`config.mk`:
```
export PLATFORM = sky130hd
export DESIGN_NAME = mskt_cmp
export DESIGN_NICKNAME = d
export VERILOG_FILES = /design/src/hdl/mskt_pkg.sv /design/src/hdl/mskt_cmp.sv
export SDC_FILE = /design/constraint.sdc
export NUM_CORES = 1
export LEC_CHECK = 0
export ABC_AREA = 1
export BUFFER_PORTS_ARGS = -buffer_cell sky130_fd_sc_hd__buf_2
export CAP_MARGIN = 20
export CORE_MARGIN = 1
export CORE_UTILIZATION = 35
export DETAILED_ROUTE_END_ITERATION = 8
export PLACE_DENSITY = 0.75
export SLEW_MARGIN = 20
export SYNTH_ARGS = -nofsm -noshare
export SYNTH_HDL_FRONTEND = slang
export SYNTH_SLANG_ARGS = --single-unit
```
`constraint.sdc`:
```
create_clock -name vclk -period 3.2
set_input_delay 0.64 -clock vclk [all_inputs]
set_output_delay 0.64 -clock vclk [all_outputs]
set_load 0.05 [all_outputs]
```
`src/hdl/mskt_pkg.sv`:
```
// Shared types and constants for the multi-set k-th smallest threshold block.
package mskt_pkg;

  localparam int DATA_W  = 32;
  localparam int CFG_IW  = 2;
  localparam int CFG_DW  = 5;
  localparam int SET_W   = 4;

  localparam logic [CFG_IW-1:0] REG_ACTIVE_SETS = 2'd0;
  localparam logic [CFG_IW-1:0] REG_KEEP_RANK   = 2'd1;

  localparam logic [4:0] ACTIVE_SETS_RST = 5'd16;
  localparam logic [3:0] KEEP_RANK_RST   = 4'd0;

  localparam logic KIND_ADD   = 1'b0;
  localparam logic KIND_CLEAR = 1'b1;

  // Operand pairs for the shared greater-than unit
  typedef enum logic [2:0] {
    CMP_V_BEST,   // value  > threshold
    CMP_V_RD,     // value  > read data
    CMP_R_L,      // right  > left child
    CMP_B_V,      // bigger > value
    CMP_BEST_RD   // threshold > root
  } cmp_sel_t;

endpackage

```
`src/hdl/mskt_cmp.sv`:
```
// Shared signed greater-than unit with operand selection.
module mskt_cmp (
  input  mskt_pkg::cmp_sel_t                  sel,
  input  logic signed [mskt_pkg::DATA_W-1:0]  value,
  input  logic signed [mskt_pkg::DATA_W-1:0]  best,
  input  logic signed [mskt_pkg::DATA_W-1:0]  rdata,
  input  logic signed [mskt_pkg::DATA_W-1:0]  lval,
  input  logic signed [mskt_pkg::DATA_W-1:0]  bval,
  output logic                                gt
);

  logic signed [mskt_pkg::DATA_W-1:0] op_a;
  logic signed [mskt_pkg::DATA_W-1:0] op_b;

  always_comb begin
    case (sel)
      mskt_pkg::CMP_V_BEST: begin
        op_a = value;
        op_b = best;
      end
      mskt_pkg::CMP_V_RD: begin
        op_a = value;
        op_b = rdata;
      end
      mskt_pkg::CMP_R_L: begin
        op_a = rdata;
        op_b = lval;
      end
      mskt_pkg::CMP_B_V: begin
        op_a = bval;
        op_b = value;
      end
      mskt_pkg::CMP_BEST_RD: begin
        op_a = best;
        op_b = rdata;
      end
      default: begin
        op_a = value;
        op_b = best;
      end
    endcase
  end

  assign gt = op_a > op_b;

endmodule

```
==> impl_metrics.ini <==
[logic_synthesis]
yosysTopAreaCell = nand2_1
synthAdderAreaFrac_pct = 16.76
synthSimpleGateAreaFrac_pct = 53.17
netlist.area_leader.share_pct = 32.22
synth.most_common_cell = nand2_1
synth-compound-area-share_pct = 20.85
netlist_area_mm2 = 0.002389
syn_nets = 648
synth.distinct_cells = 24
synth_area_per_cell_um2 = 5.273
seq_area_frac_synth_pct = 0
ys_top_cells_by_area = nand2_1 (32%), ha_1 (17%), nand4_1 (9.2%)
synth_top_family_by_area = simple AND/OR/NAND/NOR gates
yosysWarnings = 0
synthXorXnorAreaFrac_pct = 0
syn_inst = 453
synth.area.mux_share_pct = 0
synth.cells.most_frequent = nand2_1 (205), nand4_1 (35), ha_1 (32)

[run_status]
failed_checks = negative setup slack
status = finished with violations

[global_route]
antenna_found_initial = 0
grt_pass1_vias = 3356
track_usage_pct = 23.11
grt_pass1_wl_mm = 14.09
grt_start_max_net_pins = 29
grt.overflow.total = 0

[floorplan]
core_area_mm2 = 0.006459
die_y_um = 84.61
io_pins = 164
dieArea_mm2 = 0.007159
die-width_um = 84.61
rows = 29
start_util_pct = 36.98

[timing]
whs_ps = 2012
tns_ps = -357.9
fin_ws_ps = -357.9
final-max-slew-violation-count = 0
relSlewSlack_pct = 80.90
clock.fmax_mhz = 281.1
rsz0062_at_grt = yes
hold_violations = 0
period_needed_ps = 3558
setup_viol_count_final = 1
period_share_pct = 111.2
tightestPinTransition_ps = 284.6

[routing]
post-route-drc-count = 0
via_count = 3760
viasPerCell = 5.349
ant_nets = 0
wl_per_cell_um = 12.35
drt_pass1_iterations = 7
totalWireLength_mm = 8.684
dr.first_iter.drc_count = 243

[placement]
pre_cts_ws_ps = -485.0
dp.final_hpwl_mm = 6.915
routabilityCongestion = 0.8074
port-buffer-count = 164

[worst_setup_path]
cp-start-kind = input port
critPathCaptureType = output port
worstPathArrival_ps = 2920
required_ps = 2560
crit_type = in2out
path_max_fanout = 6

[final_layout]
n_antenna_cell = 0
fin_nets = 823
n_clock_buffer = 0
layout.area.seq_um2 = 0
seq_cells = 0
area_delta_synth_final_pct = 56.78
drive_gt1_share_pct = 37.22
utilization_pct = 57.98

[hold_path]
hold_class = in2out

[pwr]
p_leak_nw = 1.856
peakVddDrop_uv = 92.66
power_density_mw_per_mm2 = 188.0

[clock_network]
ctsHoldBuffers = 0

[job]
drv_cap = 0
==> final cells by class <==
| class | instances | area (um2) |
|---|---|---|
| multi-input cells | 409 | 2300 |
| inverters | 16 | 65.06 |
| fillers | 619 | 2714 |
| well taps | 77 | 96.34 |
| repair buffers | 200 | 1276 |
| repair inverters | 1 | 7.507 |
==> routing by layer <==
| layer | part of all wire (%) | vias to the layer above | track usage (%) |
|---|---|---|---|
| met5 | 0 | - | 0 |
| met1 | 44 | 1666 | 29.21 |
| li1 | - | 1924 | - |
| met4 | 0.88 | 0 | 3.236 |
| met2 | 51 | 160 | 44.35 |
| met3 | 5.0 | 10 | 0.5900 |
==> where the power goes <==
part / internal [mW] / switching (mW)
clock: 0 / 0
sequential: 0 / 0
combinational: 0.338 / 0.366
==> metrics by stage <==
stage	instances	power [mW]	instance area (um2)
floorplan	453	0.3752	2405
finish	703	0.7039	3745
global placement	694	0.6137	3475
CTS	703	0.6973	3709
detailed placement	694	0.6215	3475
global route	703	0.7950	3745
==> timing repair <==
action                                  4_1_cts  5_1_grt
pin swaps                                    32        9
setup buffers                                 7        0
endpoints found under the setup margin        1        1
gates resized for setup                      35        9
gates cloned                                  3        0
==> worst max-delay path, cell delays in order <==
cell and delay, ps:
buf_6 100, nor3_4 250, buf_6 140, nor3_4 40, buf_6 150, buf_12 140
a22oi_1 150, nand3_1 100, ha_1 300, a21oi_1 150, nor2_1 50, nor2_1 110
nand2_1 80, a21oi_2 160, nand3_2 80, nand2_2 80, nor2_4 40, buf_6 140
==> logic make-up (layout without fill, tap and decap cells) <==
family / count (synthesis) / count (layout)
adders and majority gates: 32 / 32
AOI/OAI and AO/OA: 82 / 82
buffers and inverters: 44 / 217
and+or+nand+nor: 295 / 295
==> cells in the final DEF, fill, tap and decap left out, types with 8 or more instances in the layout <==
master,Yosys,layout
nand3_1,31,29
buf_2,9,160
a21oi_1,14,11
a22oi_1,27,23
inv_1,14,13
o21ai_1,8,8
nor2_1,19,12
ha_1,32,29
buf_4,11,23
buf_12,0,9
o21ai_0,27,27
nand2_1,205,200
nand4_1,35,35
==> path summary, 6_finish.rpt <==
| check | startpoint | to | cells after the start |
|---|---|---|---|
| worst max-delay path | sel[0] | gt | 18 |
| worst min-delay path | value[31] | gt | 8 |
Note: power is estimated with default switching activity, not from simulation.
